--- src/design/mlp_pkg.sv ---
// package for the mlp backprop trainer: sizes, kinds, fixed-point helpers
// no dependencies
`timescale 1ns / 1ps
package mlp_pkg;
    localparam int N_INPUTS  = 4;
    localparam int N_HIDDEN  = 4;
    localparam int FRAC_BITS = 12;
    localparam int N_HW = (N_INPUTS + 1) * N_HIDDEN;
    localparam int N_OW = N_HIDDEN + 1;
    localparam int N_W  = N_HW + N_OW;
    localparam int HID_W = $clog2(N_HIDDEN + 1);
    localparam int ROW_W = $clog2(N_INPUTS + 1);
    localparam int HIDX_W = (N_HIDDEN > 1) ? $clog2(N_HIDDEN) : 1;
    localparam int FIDX_W = (N_INPUTS > 1) ? $clog2(N_INPUTS) : 1;
    localparam logic signed [17:0] ONE = 18'sd1 << FRAC_BITS;

    localparam logic [1:0] KIND_WRITE = 2'd0;
    localparam logic [1:0] KIND_TRAIN = 2'd1;
    localparam logic [1:0] KIND_INFER = 2'd2;
    localparam logic [1:0] KIND_NOP   = 2'd3;

    // saturate a wide value to 16 bits signed
    function automatic logic signed [15:0] sat16(input logic signed [47:0] v);
        if (v > 48'sd32767) return 16'sd32767;
        else if (v < -48'sd32768) return -16'sd32768;
        else return v[15:0];
    endfunction

    // piecewise-linear sigmoid, result 0..ONE
    function automatic logic [12:0] sigm(input logic signed [15:0] z);
        logic [16:0] x;
        logic [16:0] y;
        x = z[15] ? 17'(-$signed({z[15], z})) : {1'b0, z};
        if (x >= 17'(5 << FRAC_BITS))
            y = 17'(1 << FRAC_BITS);
        else if (x >= 17'((19 << FRAC_BITS) / 8))
            y = (x >> 5) + 17'((27 << FRAC_BITS) / 32);
        else if (x >= 17'(1 << FRAC_BITS))
            y = (x >> 3) + 17'((5 << FRAC_BITS) / 8);
        else
            y = (x >> 2) + 17'((1 << FRAC_BITS) / 2);
        if (z[15]) y = 17'(1 << FRAC_BITS) - y;
        return y[12:0];
    endfunction
endpackage

--- src/design/mlp_if.sv ---
// valid/ready channel interfaces for input beats, result beats and config writes
// depends on nothing
`timescale 1ns / 1ps
interface mlp_in_if;
    logic              valid;
    logic              ready;
    logic [1:0]        kind;
    logic [4:0]        weight_index;
    logic signed [15:0] weight_value;
    logic signed [15:0] feature_0;
    logic signed [15:0] feature_1;
    logic signed [15:0] feature_2;
    logic signed [15:0] feature_3;
    logic              target;
    modport source (output valid, kind, weight_index, weight_value, feature_0, feature_1,
                    feature_2, feature_3, target, input ready);
    modport sink (input valid, kind, weight_index, weight_value, feature_0, feature_1,
                  feature_2, feature_3, target, output ready);
endinterface

interface mlp_out_if;
    logic              valid;
    logic              ready;
    logic [12:0]       activation;
    logic              prediction;
    logic signed [13:0] output_error;
    modport source (output valid, activation, prediction, output_error, input ready);
    modport sink (input valid, activation, prediction, output_error, output ready);
endinterface

interface mlp_cfg_if;
    logic        valid;
    logic        ready;
    logic [12:0] data;
    modport source (output valid, data, input ready);
    modport sink (input valid, data, output ready);
endinterface

--- src/design/mlp_backprop_trainer_top.sv ---
// top level of the mlp backprop trainer: sequencer, weight store, result register
// depends on mlp_pkg, mlp_if, mlp_mac
`timescale 1ns / 1ps
// A 4-4-1 sigmoid perceptron with Q4.12 weights, trained online. Every beat is worked on
// alone; ready is low while one runs and while its result waits. A weight write or a no-op
// goes from accept straight to S_DONE, which raises the result valid. An inference and a
// training beat run longer: every product of the forward pass, the deltas and the
// weight updates (two products per weight) goes through one shared 18x18 multiplier
// with a registered product (issue then collect), and both pass the five sigmoid steps.
// Every beat ends with the result load. The result is held in an output register
// until taken. Weights have no reset and must be loaded first.
module mlp_backprop_trainer_top
    import mlp_pkg::*;
(
    input  logic  i_clk,
    input  logic  i_rst_n,
    mlp_in_if.sink    i_in,
    mlp_out_if.source o_out,
    mlp_cfg_if.sink   i_cfg
);
    typedef enum logic [3:0] {
        S_IDLE, S_HMUL, S_HACC, S_HACT, S_OMUL, S_OACC, S_OACT,
        S_DMUL, S_DACC, S_UMUL, S_UACC, S_UMUL2, S_UACC2, S_DONE
    } t_state;

    t_state r_state;
    logic [12:0] r_lr;
    logic signed [15:0] r_w [N_W];
    logic signed [15:0] r_feat [N_INPUTS];
    logic [1:0]  r_kind;
    logic        r_tgt;
    logic [12:0] r_hs [N_HIDDEN];
    logic signed [15:0] r_hd [N_HIDDEN];
    logic signed [15:0] r_p;
    logic signed [47:0] r_acc;
    logic [ROW_W-1:0] r_row;
    logic [HID_W-1:0] r_col;
    logic [1:0]  r_dstep;
    logic [4:0]  r_widx;
    logic [12:0] r_act;
    logic signed [13:0] r_err;
    logic        r_ovalid;
    logic signed [17:0] s_a, s_b, s_aact, s_dlt;
    logic signed [35:0] s_prod;
    logic [12:0] s_hsv;

    mlp_mac u_mac (.i_clk(i_clk), .i_a(s_a), .i_b(s_b), .o_p(s_prod));

    assign i_in.ready  = (r_state == S_IDLE) && !r_ovalid;
    assign i_cfg.ready = 1'b1;
    assign o_out.valid = r_ovalid;
    assign o_out.activation = r_act;
    assign o_out.prediction = r_act > 13'(1 << (FRAC_BITS - 1));
    assign o_out.output_error = r_err;

    // activation of hidden-layer row r_row and of output column r_col (0 is the bias)
    always_comb begin
        s_aact = ONE;
        if (r_row != '0) s_aact = 18'(r_feat[FIDX_W'(r_row - ROW_W'(1))]);
        s_hsv = 13'(1 << FRAC_BITS);
        if (r_col != '0) s_hsv = r_hs[HIDX_W'(r_col - HID_W'(1))];
    end

    // operand select for the shared multiplier
    always_comb begin
        s_a = '0;
        s_b = '0;
        s_dlt = 18'(r_err);
        unique case (r_state)
            S_HMUL: begin
                s_a = 18'(r_w[5'(r_row) * 5'(N_HIDDEN) + 5'(r_col)]);
                s_b = s_aact;
            end
            S_OMUL: begin
                s_a = 18'(r_w[5'(N_HW) + 5'(r_col)]);
                s_b = {5'd0, s_hsv};
            end
            S_DMUL: begin
                unique case (r_dstep)
                    2'd0: begin
                        s_a = 18'(r_w[5'(N_HW) + 5'(r_col) + 5'd1]);
                        s_b = s_dlt;
                    end
                    2'd1: begin
                        s_a = {5'd0, r_hs[HIDX_W'(r_col)]};
                        s_b = ONE - {5'd0, r_hs[HIDX_W'(r_col)]};
                    end
                    default: begin
                        s_a = 18'(r_p);
                        s_b = 18'(r_acc);
                    end
                endcase
            end
            S_UMUL: begin
                if (r_widx >= 5'(N_HW)) begin
                    s_a = {5'd0, s_hsv};
                    s_b = s_dlt;
                end else begin
                    s_a = s_aact;
                    s_b = 18'(r_hd[HIDX_W'(r_col)]);
                end
            end
            S_UMUL2: begin
                s_a = {5'd0, r_lr};
                s_b = 18'(r_acc);
            end
            default: ;
        endcase
    end

    // sequencer, weight store and result register
    always_ff @(posedge i_clk) begin
        if (!i_rst_n) begin
            r_state  <= S_IDLE;
            r_ovalid <= 1'b0;
            r_lr     <= 13'd2048;
        end else begin
            if (i_cfg.valid && i_cfg.ready) r_lr <= i_cfg.data;
            if (o_out.valid && o_out.ready) r_ovalid <= 1'b0;
            unique case (r_state)
                S_IDLE: if (i_in.valid && i_in.ready) begin
                    r_kind  <= i_in.kind;
                    r_tgt   <= i_in.target;
                    r_feat[0] <= i_in.feature_0;
                    r_feat[1] <= i_in.feature_1;
                    r_feat[2] <= i_in.feature_2;
                    r_feat[3] <= i_in.feature_3;
                    r_row <= '0;
                    r_col <= '0;
                    r_acc <= '0;
                    r_err <= '0;
                    if (i_in.kind == KIND_WRITE) begin
                        if (i_in.weight_index < 5'(N_W))
                            r_w[i_in.weight_index] <= i_in.weight_value;
                        r_act <= '0;
                        r_state <= S_DONE;
                    end else if (i_in.kind == KIND_NOP) begin
                        r_act <= '0;
                        r_state <= S_DONE;
                    end else begin
                        r_state <= S_HMUL;
                    end
                end
                S_HMUL: r_state <= S_HACC;
                S_HACC: begin
                    r_acc <= r_acc + 48'(s_prod);
                    if (r_row == ROW_W'(N_INPUTS)) begin
                        r_state <= S_HACT;
                    end else begin
                        r_row <= r_row + ROW_W'(1);
                        r_state <= S_HMUL;
                    end
                end
                S_HACT: begin
                    r_hs[HIDX_W'(r_col)] <= sigm(sat16(r_acc >>> FRAC_BITS));
                    r_acc <= '0;
                    r_row <= '0;
                    if (r_col == HID_W'(N_HIDDEN - 1)) begin
                        r_col <= '0;
                        r_state <= S_OMUL;
                    end else begin
                        r_col <= r_col + HID_W'(1);
                        r_state <= S_HMUL;
                    end
                end
                S_OMUL: r_state <= S_OACC;
                S_OACC: begin
                    r_acc <= r_acc + 48'(s_prod);
                    if (r_col == HID_W'(N_HIDDEN)) begin
                        r_state <= S_OACT;
                    end else begin
                        r_col <= r_col + HID_W'(1);
                        r_state <= S_OMUL;
                    end
                end
                S_OACT: begin
                    logic [12:0] v_act;
                    v_act = sigm(sat16(r_acc >>> FRAC_BITS));
                    r_act <= v_act;
                    r_col <= '0;
                    r_dstep <= '0;
                    if (r_kind == KIND_TRAIN) begin
                        r_err <= 14'(v_act) - (r_tgt ? 14'(1 << FRAC_BITS) : 14'd0);
                        r_state <= S_DMUL;
                    end else begin
                        r_state <= S_DONE;
                    end
                end
                S_DMUL: r_state <= S_DACC;
                // delta: p = sat(wo*err), der = s(1-s), hd = p*der
                S_DACC: begin
                    unique case (r_dstep)
                        2'd0: begin
                            r_p <= sat16(48'(s_prod) >>> FRAC_BITS);
                            r_dstep <= 2'd1;
                            r_state <= S_DMUL;
                        end
                        2'd1: begin
                            r_acc <= 48'(s_prod) >>> FRAC_BITS;
                            r_dstep <= 2'd2;
                            r_state <= S_DMUL;
                        end
                        default: begin
                            r_hd[HIDX_W'(r_col)] <= 16'(s_prod >>> FRAC_BITS);
                            r_dstep <= '0;
                            if (r_col == HID_W'(N_HIDDEN - 1)) begin
                                r_col <= '0;
                                r_widx <= 5'(N_HW);
                                r_state <= S_UMUL;
                            end else begin
                                r_col <= r_col + HID_W'(1);
                                r_state <= S_DMUL;
                            end
                        end
                    endcase
                end
                S_UMUL: r_state <= S_UACC;
                S_UACC: begin
                    r_acc <= 48'(s_prod) >>> FRAC_BITS;
                    r_state <= S_UMUL2;
                end
                S_UMUL2: r_state <= S_UACC2;
                // weight update, output weights first then hidden row by row
                S_UACC2: begin
                    r_w[r_widx] <= sat16(48'(r_w[r_widx]) - (48'(s_prod) >>> FRAC_BITS));
                    r_state <= S_UMUL;
                    if (r_widx == 5'(N_W - 1)) begin
                        r_widx <= '0;
                        r_row <= '0;
                        r_col <= '0;
                    end else if (r_widx >= 5'(N_HW)) begin
                        r_widx <= r_widx + 5'd1;
                        r_col <= r_col + HID_W'(1);
                    end else begin
                        r_widx <= r_widx + 5'd1;
                        if (r_col == HID_W'(N_HIDDEN - 1)) begin
                            r_col <= '0;
                            r_row <= r_row + ROW_W'(1);
                        end else begin
                            r_col <= r_col + HID_W'(1);
                        end
                        if (r_widx == 5'(N_HW - 1)) r_state <= S_DONE;
                    end
                end
                S_DONE: begin
                    r_ovalid <= 1'b1;
                    r_state <= S_IDLE;
                end
                default: r_state <= S_IDLE;
            endcase
        end
    end
endmodule

--- src/design/mlp_mac.sv ---
// shared multiply unit: registered signed 18x18 product
// depends on mlp_pkg
`timescale 1ns / 1ps
module mlp_mac
    import mlp_pkg::*;
(
    input  logic               i_clk,
    input  logic signed [17:0] i_a,
    input  logic signed [17:0] i_b,
    output logic signed [35:0] o_p
);
    logic signed [35:0] r_p;
    // one multiply per cycle, product registered
    always_ff @(posedge i_clk) begin
        r_p <= i_a * i_b;
    end
    assign o_p = r_p;
endmodule

--- src/flat_wrapper.sv ---
// flat-port wrapper written by rule: the top's interface ports become plain ports
module mlp_backprop_trainer_top_flat import mlp_pkg::*;
  (i_clk, i_rst_n, i_in_valid, i_in_kind, i_in_weight_index, i_in_weight_value, i_in_feature_0, i_in_feature_1, i_in_feature_2, i_in_feature_3, i_in_target, i_in_ready, o_out_valid, o_out_activation, o_out_prediction, o_out_output_error, o_out_ready, i_cfg_valid, i_cfg_data, i_cfg_ready);
  mlp_in_if i_in_i ();
  mlp_out_if o_out_i ();
  mlp_cfg_if i_cfg_i ();
  input  logic i_clk;
  input  logic i_rst_n;
  input wire logic [$bits(i_in_i.valid)-1:0] i_in_valid;
  input wire logic [$bits(i_in_i.kind)-1:0] i_in_kind;
  input wire logic [$bits(i_in_i.weight_index)-1:0] i_in_weight_index;
  input wire logic [$bits(i_in_i.weight_value)-1:0] i_in_weight_value;
  input wire logic [$bits(i_in_i.feature_0)-1:0] i_in_feature_0;
  input wire logic [$bits(i_in_i.feature_1)-1:0] i_in_feature_1;
  input wire logic [$bits(i_in_i.feature_2)-1:0] i_in_feature_2;
  input wire logic [$bits(i_in_i.feature_3)-1:0] i_in_feature_3;
  input wire logic [$bits(i_in_i.target)-1:0] i_in_target;
  output wire logic [$bits(i_in_i.ready)-1:0] i_in_ready;
  output wire logic [$bits(o_out_i.valid)-1:0] o_out_valid;
  output wire logic [$bits(o_out_i.activation)-1:0] o_out_activation;
  output wire logic [$bits(o_out_i.prediction)-1:0] o_out_prediction;
  output wire logic [$bits(o_out_i.output_error)-1:0] o_out_output_error;
  input wire logic [$bits(o_out_i.ready)-1:0] o_out_ready;
  input wire logic [$bits(i_cfg_i.valid)-1:0] i_cfg_valid;
  input wire logic [$bits(i_cfg_i.data)-1:0] i_cfg_data;
  output wire logic [$bits(i_cfg_i.ready)-1:0] i_cfg_ready;
  assign i_in_i.valid = i_in_valid;
  assign i_in_i.kind = i_in_kind;
  assign i_in_i.weight_index = i_in_weight_index;
  assign i_in_i.weight_value = i_in_weight_value;
  assign i_in_i.feature_0 = i_in_feature_0;
  assign i_in_i.feature_1 = i_in_feature_1;
  assign i_in_i.feature_2 = i_in_feature_2;
  assign i_in_i.feature_3 = i_in_feature_3;
  assign i_in_i.target = i_in_target;
  assign i_in_ready = i_in_i.ready;
  assign o_out_valid = o_out_i.valid;
  assign o_out_activation = o_out_i.activation;
  assign o_out_prediction = o_out_i.prediction;
  assign o_out_output_error = o_out_i.output_error;
  assign o_out_i.ready = o_out_ready;
  assign i_cfg_i.valid = i_cfg_valid;
  assign i_cfg_i.data = i_cfg_data;
  assign i_cfg_ready = i_cfg_i.ready;
  mlp_backprop_trainer_top u_core (.i_clk(i_clk), .i_rst_n(i_rst_n), .i_in(i_in_i), .o_out(o_out_i), .i_cfg(i_cfg_i));
endmodule
--- config.mk ---
export PLATFORM = sky130hd
export DESIGN_NAME = mlp_backprop_trainer_top_flat
export DESIGN_NICKNAME = d
export VERILOG_FILES = /design/src/design/mlp_pkg.sv /design/src/design/mlp_if.sv /design/src/design/mlp_backprop_trainer_top.sv /design/src/design/mlp_mac.sv /design/src/flat_wrapper.sv
export SDC_FILE = /design/constraint.sdc
export NUM_CORES = 2
export LEC_CHECK = 0
export ABC_AREA = 0
export BUFFER_PORTS_ARGS = -buffer_cell sky130_fd_sc_hd__buf_2
export CAP_MARGIN = 0
export CORE_ASPECT_RATIO = 1.1
export CORE_MARGIN = 1.5
export CORE_UTILIZATION = 45
export CTS_BUF_LIST = sky130_fd_sc_hd__clkbuf_4 sky130_fd_sc_hd__clkbuf_8
export DETAILED_ROUTE_END_ITERATION = 16
export HOLD_SLACK_MARGIN = 0.06
export PLACE_DENSITY_LB_ADDON = 0.05
export SYNTH_ARGS = -nofsm -noshare
export SYNTH_HDL_FRONTEND = slang
export SYNTH_HIERARCHICAL = 1
export SYNTH_SLANG_ARGS = --single-unit
--- constraint.sdc ---
create_clock -name i_clk -period 18.4 [get_ports i_clk]
set_input_delay 4.6 -clock i_clk [delete_from_list [all_inputs] [get_ports i_clk]]
set_output_delay 4.6 -clock i_clk [all_outputs]
set_load 0.1 [all_outputs]
== Word-level counts from Yosys, hierarchy flattened ==
Memories as Yosys holds them, arrays and structs flattened. A register that Yosys moved wholly into a read port is not among the register bits.
Index checks and enable logic that the tools add are counted.

* Flip-flop bits (word level): 161
* Latch bits: 0
* Bits in writable memories: 580
* ROM bits: 0
* Input port bits: 106
* Output and inout bits: 31
* Logic and storage cells: 222
* Memories: 4

* $add $sub $neg: 22
* Multiply operators: 1
* Divide/modulo/power cells: 0
* Order comparisons: 15
* Equality and inequality tests: 31
* Shifts and indexed selects: 0
* Muxes and demuxes: 107
* Bitwise operators: 0
* Reduce and logical (&&, ||, !) cells: 28

{| class="wikitable"
|+ Memories
! name !! words !! bits a word !! rd ports !! clocked after memory_dff !! write ports !! RTL line !! RTL
|-
| u_core.r_w || 25 || 16 || 4 || 1 || 1 || mlp_backprop_trainer_top.sv:28 || <nowiki>logic signed [15:0] r_w [N_W];</nowiki>
|-
| u_core.r_feat || 4 || 16 || 1 || 0 || 4 || mlp_backprop_trainer_top.sv:29 || <nowiki>logic signed [15:0] r_feat [N_INPUTS];</nowiki>
|-
| u_core.r_hd || 4 || 16 || 1 || 1 || 1 || mlp_backprop_trainer_top.sv:33 || <nowiki>logic signed [15:0] r_hd [N_HIDDEN];</nowiki>
|-
| u_core.r_hs || 4 || 13 || 2 || 1 || 1 || mlp_backprop_trainer_top.sv:32 || <nowiki>logic [12:0] r_hs [N_HIDDEN];</nowiki>
|}

{| class="wikitable"
|+ Operators by type and width
! kind !! number
|-
| two-way mux 13 bit || 21
|-
| one-hot mux 48 bit (5 select lines) || 1
|-
| two-way mux 16 bit || 12
|-
| one-hot mux 18 bit (5 select lines) || 2
|-
| two-way mux 48 bit || 2
|-
| one-hot mux 18 bit (2 select lines) || 2
|-
| two-way mux 18 bit || 3
|-
| adder 13 x 12 -> 13 bit, second input constant || 4
|-
| one-hot mux 4 bit (13 select lines) || 1
|-
| adder 48 x 36 -> 48 bit || 1
|-
| greater-than comparator 48 x 16 -> 1 bit, second input constant || 1
|-
| less-than comparator 48 x 16 -> 1 bit, second input constant || 1
|-
| greater-than comparator 36 x 16 -> 1 bit, second input constant || 1
|-
| less-than comparator 36 x 16 -> 1 bit, second input constant || 1
|-
| multiplier 18 x 18 -> 36 bit || 1
|-
| two-way mux 3 bit || 12
|-
| >= comparator 17 x 13 -> 1 bit, second input constant || 2
|-
| >= comparator 17 x 14 -> 1 bit, second input constant || 2
|-
| >= comparator 17 x 15 -> 1 bit, second input constant || 2
|-
| two-way mux 17 bit || 2
|-
| negation 16 -> 17 bit || 2
|-
| two-way mux 4 bit || 8
|-
| two-way mux 14 bit || 2
|-
| one-hot mux 14 bit (2 select lines) || 1
|-
| other kinds (53) || 117
|}

== Longest topological paths before layout ==
* Depth in word-level cells: 20
* Depth in mapped cells: 39
* Depth with buffers taken out: 34

== By module ==
The synthesis kept the hierarchy.

{| class="wikitable"
|+ By module, submodules not included
! module !! times used !! cells each !! area each (sq um) !! seq. area each (sq um)
|-
| mlp_backprop_trainer_top || 1 || 2944 || 39909.5 || 21130.3
|-
| mlp_mac || 1 || 1387 || 12891.1 || 720.7
|}

== Worst setup path before layout ==
No wires, ideal clock.

* Path type: reg2reg
* From: register u_core.r_col[1]
* To: register u_core.u_mac.r_p[34] (netlist: u_core/u_mac/o_p[34])
* Library setup time: 0.135 ns
* Arrival: 10.446 ns
* Required time: 18.265 ns
* Slack: 7.820 ns
* Stages on the path, launching flop included: 36
* Path buffers: 8
* Period minus slack after synthesis: 10.580 ns
* Cells stage by stage: edfxtp_1 > clkbuf_1 > buf_1 > clkbuf_1 > buf_1 > inv_1 > ha_1 > clkbuf_1 > buf_1 > clkbuf_1 > mux2i_1 > a21oi_1 > a22oi_1 > o21ai_0 > clkbuf_1 > nand2_1 > fa_1 > inv_1 > fa_1 > inv_1 > fa_1 > fa_1 > inv_1 > fa_1 > inv_1 > fa_1 > inv_1 > ha_1 > o21a_1 > nand3_1 > or2_2 > nor4_1 > a21oi_2 > a31oi_1 > mux2i_1 > o2111ai_1

* Cells in the longest elaborated chain, start to end: 6
* Elaborated cells between the ends (all ways): 13
* Those cells by class: 4 x add/sub; 1 x mul; 5 x mux; 1 x reduce/logical; 2 x memory

{| class="wikitable"
|+ RTL lines
! item !! RTL line !! RTL
|-
| start: declaration || mlp_backprop_trainer_top.sv:37 || <nowiki>logic [HID_W-1:0] r_col;</nowiki>
|-
| start signal: assignment || mlp_backprop_trainer_top.sv:162 || <nowiki>r_col <= r_col + HID_W'(1);</nowiki>
|-
| start signal: assignment || mlp_backprop_trainer_top.sv:172 || <nowiki>r_col <= r_col + HID_W'(1);</nowiki>
|-
| start signal: assignment || mlp_backprop_trainer_top.sv:211 || <nowiki>r_col <= r_col + HID_W'(1);</nowiki>
|-
| adder 5 x 3 -> 5 bit || mlp_backprop_trainer_top.sv:75, mlp_backprop_trainer_top.sv:81 ||
|-
| adder 5 x 1 -> 5 bit || mlp_backprop_trainer_top.sv:81 || <nowiki>s_a = 18'(r_w[5'(N_HW) + 5'(r_col) + 5'd1]);</nowiki>
|-
| memory (25 x 16 bit) (*) || - ||
|-
| one-hot mux 18 bit (2 select lines) || mlp_backprop_trainer_top.sv:79 || <nowiki>unique case (r_dstep)</nowiki>
|-
| one-hot mux 18 bit (5 select lines) (*) || mlp_backprop_trainer_top.sv:69 || <nowiki>unique case (r_state)</nowiki>
|-
| via u_core.s_a[15] || mlp_backprop_trainer_top.sv:43 || <nowiki>logic signed [17:0] s_a, s_b, s_aact, s_dlt;</nowiki>
|-
| multiplier 18 x 18 -> 36 bit (*) || mlp_mac.sv:15 || <nowiki>r_p <= i_a * i_b;</nowiki>
|-
| end signal: assignment || mlp_mac.sv:15 ||
|-
| end: declaration || mlp_mac.sv:12 || <nowiki>logic signed [35:0] r_p;</nowiki>
|}

The timed path passes the listed nets; every way through them passes the cells marked *.
A chain may end at the register's enable or synchronous reset.

==> reports/results.txt <==
Outcome -> completed
Main synth FF type -> edfxtp_1
CTS Hold Bufs -> 0
Initial antenna violation count -> 11
CP dominant cell by count -> fa_1
Port Buffer Count -> 135
Clock Tree Root -> clkbuf_8
Min cycle time layout -> 10.18 ns
Commonest non-fill, non-tap cell in the layout -> edfxtp_1
Clock latency on the worst-skew pair -> 0.89 ns
Peak VDD IR -> 0.000155 V
Clock Path Buffers -> 3
Final wirelength -> 165000 µm
Fmax achieved -> 98.2 MHz
Startpoint Class -> flop
Number of global-route vias before repair -> 36900
DP HPWL -> 118000 µm
Post-Syn Nets -> 4955
Number of flops mapped to enable cells by yosys -> 687
RSZ-0062 raised after global routing -> no
CP max stage delay -> 0.66 ns
CTS resizes -> 0
Mapped Area -> 0.0528 mm²
Starting Density -> 45.4%
Register bit total from synthesis -> 748
CP endpoint kind -> flop
Gr ovfl total -> 0
CTS tree -> built
Crit Path Class -> reg2reg
Pin count of the biggest net entering global routing -> 111
ANT nets after route -> 0
Cell count after synthesis -> 4331
Vias/cell -> 5.93
Final period util -> 55.3%
Sequential cell area fraction in the yosys report -> 41.4%
Fill cells -> 10400
# DRC -> 0
Row cnt -> 131
Min-delay worst type -> reg2reg
Most frequent cells in the layout -> edfxtp_1 (687), inv_1 (471), nand2_1 (401)
Reg2Reg Capture Point -> u_core/u_mac/o_p[33]$_DFF_P_
DR pass1 iterations -> 7
Critical Path End -> u_core/u_mac/o_p[33]$_DFF_P_
H-tree depth -> 4
Ys async rst share -> 0%
# setup viols final -> 0
Drt initial violations -> 2931
Arrival @ worst endpoint -> 10.91 ns
Final Hold Slack -> 0.532 ns
Die Height -> 362 µm
Clock slew at reported path FFs -> 0.06 ns
Chip width -> 330 µm
Fin nets -> 5123
Drt wl/cell -> 26.9 µm
Final Max Tran Viols -> 0
Area of placed instances -> 0.0558 mm²
Final Instance Area -> 0.0584 mm²
R2R Setup Slk -> 8.22 ns
# clock sinks -> 748
Area occupied by multi-input gates -> 0.0287 mm²
Clock skew -> 0.0621 ns
Core area -> 0.116 mm²
MaxCap Viol Count -> 0
Highest-delay cell along the critical path -> mux4_2
Rel. slew slack -> 13.0%
Post-CTS setup repair buffer count -> 0
Sequential cell area -> 0.0219 mm²
Global Route Usage Sum -> 28.1%
R2R depth -> 32
Post-Syn Area per Cell -> 12.2 µm²
Final hold vios -> 0
Pwr/cell area -> 185 mW/mm²
Worst EP required -> 19.13 ns
Total CTS buffers -> 135
Leak -> 22.6 nW
Worst-Margin Slew -> 1.30 ns
Gpl congestion -> 0.880
Via count -> 36400
# IOs -> 137
Final core utilization -> 50.3%
Setup TNS -> 0 ns
Synth warn -> 6
Area delta synth->final -> 10.7%
Share of layout cells above drive strength 1 -> 20.4%
Die area -> 0.119 mm²
CP Max Fanout -> 29
Synth cell types -> 104
First-pass GRT wire length -> 245000 µm
==> stage by stage <==
| stage | std cells | total power, mW | setup WS [ns] |
|---|---|---|---|
| 2_1_floorplan | 4331 | 7.10 | 7.82 |
| 3_3_place_gp | 5890 | 9.25 | 8.18 |
| 3_5_place_dp | 5890 | 9.27 | 8.15 |
| 4_1_cts | 6135 | 10.9 | 8.11 |
| 5_1_grt | 6138 | 11.7 | 7.70 |
| 6_report | 6139 | 10.8 | 8.22 |
==> critical path: cells and delay by family (launching register included) <==
kind | cells | cell delay [ns]
AOI/OAI and AO/OA | 7 | 1.83
xor gates and xnor gates | 1 | 0.11
adders and majority gates | 7 | 3.26
buffers and inverters | 5 | 1.34
DFF | 1 | 0.31
muxes | 1 | 0.66
and+or+nand+nor | 11 | 2.49
==> Yosys cell counts, types with 7 or more instances <==
cell type  instances  share of area (%)
a211oi_1          44               0.63
a21o_1            60               0.85
a21oi_1          199                1.9
a222oi_1          11               0.21
a31oi_1           25               0.30
and2_1           178                2.1
and3_1            19               0.23
buf_1             44               0.31
clkbuf_1         176                1.3
dfxtp_1           61                2.3
edfxtp_1         687                 39
fa_1             331                 13
ha_1             187                4.4
inv_1            471                3.3
mux2_2            47                1.0
mux2i_1           84                1.6
mux4_2           313                 13
nand2_1          401                2.9
nand2b_1          33               0.39
nand3_1           51               0.48
nand4_1           25               0.30
nor2_1           243                1.7
nor2b_1           45               0.53
nor3_1            44               0.42
nor4_1            13               0.15
o211ai_1          11               0.16
o21a_1            31               0.44
o21ai_0          146                1.4
o21bai_1          12               0.17
o221ai_1          16               0.27
o22ai_1           20               0.24
o31ai_1            9               0.13
or2_2             10               0.12
or3_1              7              0.083
xnor2_1           83                1.4
xor2_1            44               0.73
==> logic make-up after synthesis <==
family          synth area share, %
xor+xnor                       2.11
buf+inv                        4.95
other cells                 0.00710
flops                          41.4
simple gates                   10.1
compound gates                 8.46
fa+ha+maj                      17.0
mux                            16.0
==> where the power goes <==
group          internal (mW)  switching, mW
sequential              2.16          0.194
clock                  0.817          0.755
combinational           2.58           4.31
==> per-layer routing <==
metal	wire, µm	track usage, %
met5	0	0
met3	9980	4.26
met1	66100	36.5
met2	83000	47.7
met4	5840	10.1
==> layout make-up <==
class / instances / area share [%]
clock inverters: 68 / 0.788
diodes: 3 / 0.0128
clock buffers: 177 / 3.74
well taps: 1529 / 3.27
multi-input cells: 2888 / 49.0
flip-flops and latches: 748 / 37.4
inverters: 473 / 3.04
repair buffers: 253 / 2.71
==> flip-flops by register name, indices dropped and copies added (netlist names), 14 cells and up, named ones only <==
name / flops
u_core/o_out.output_error: 14
u_core/r_p: 16
u_core/r_acc: 48
u_core/r_hd: 64
u_core/r_w: 400
u_core/r_hs: 52
u_core/r_feat: 64
u_core/u_mac/o_p: 36
==> worst min path at each step <==
stage / startpoint / endpoint / depth (start not counted)
6_report: u_core/r_lr[10]$_SDFFE_PN0P_ / u_core/r_lr[10]$_SDFFE_PN0P_ / 2
5_1_grt: u_core/r_lr[2]$_SDFFE_PN0P_ / u_core/r_lr[2]$_SDFFE_PN0P_ / 2
4_1_cts: u_core/r_lr[10]$_SDFFE_PN0P_ / u_core/r_lr[10]$_SDFFE_PN0P_ / 2
3_5_place_dp: u_core/r_lr[6]$_SDFFE_PN0P_ / u_core/r_lr[6]$_SDFFE_PN0P_ / 2
3_3_place_gp: u_core/r_lr[2]$_SDFFE_PN0P_ / u_core/r_lr[2]$_SDFFE_PN0P_ / 2
2_1_floorplan: u_core/r_lr[11]$_SDFFE_PN1P_ / u_core/r_lr[11]$_SDFFE_PN1P_ / 2
Power figures use the tool's default switching activity.
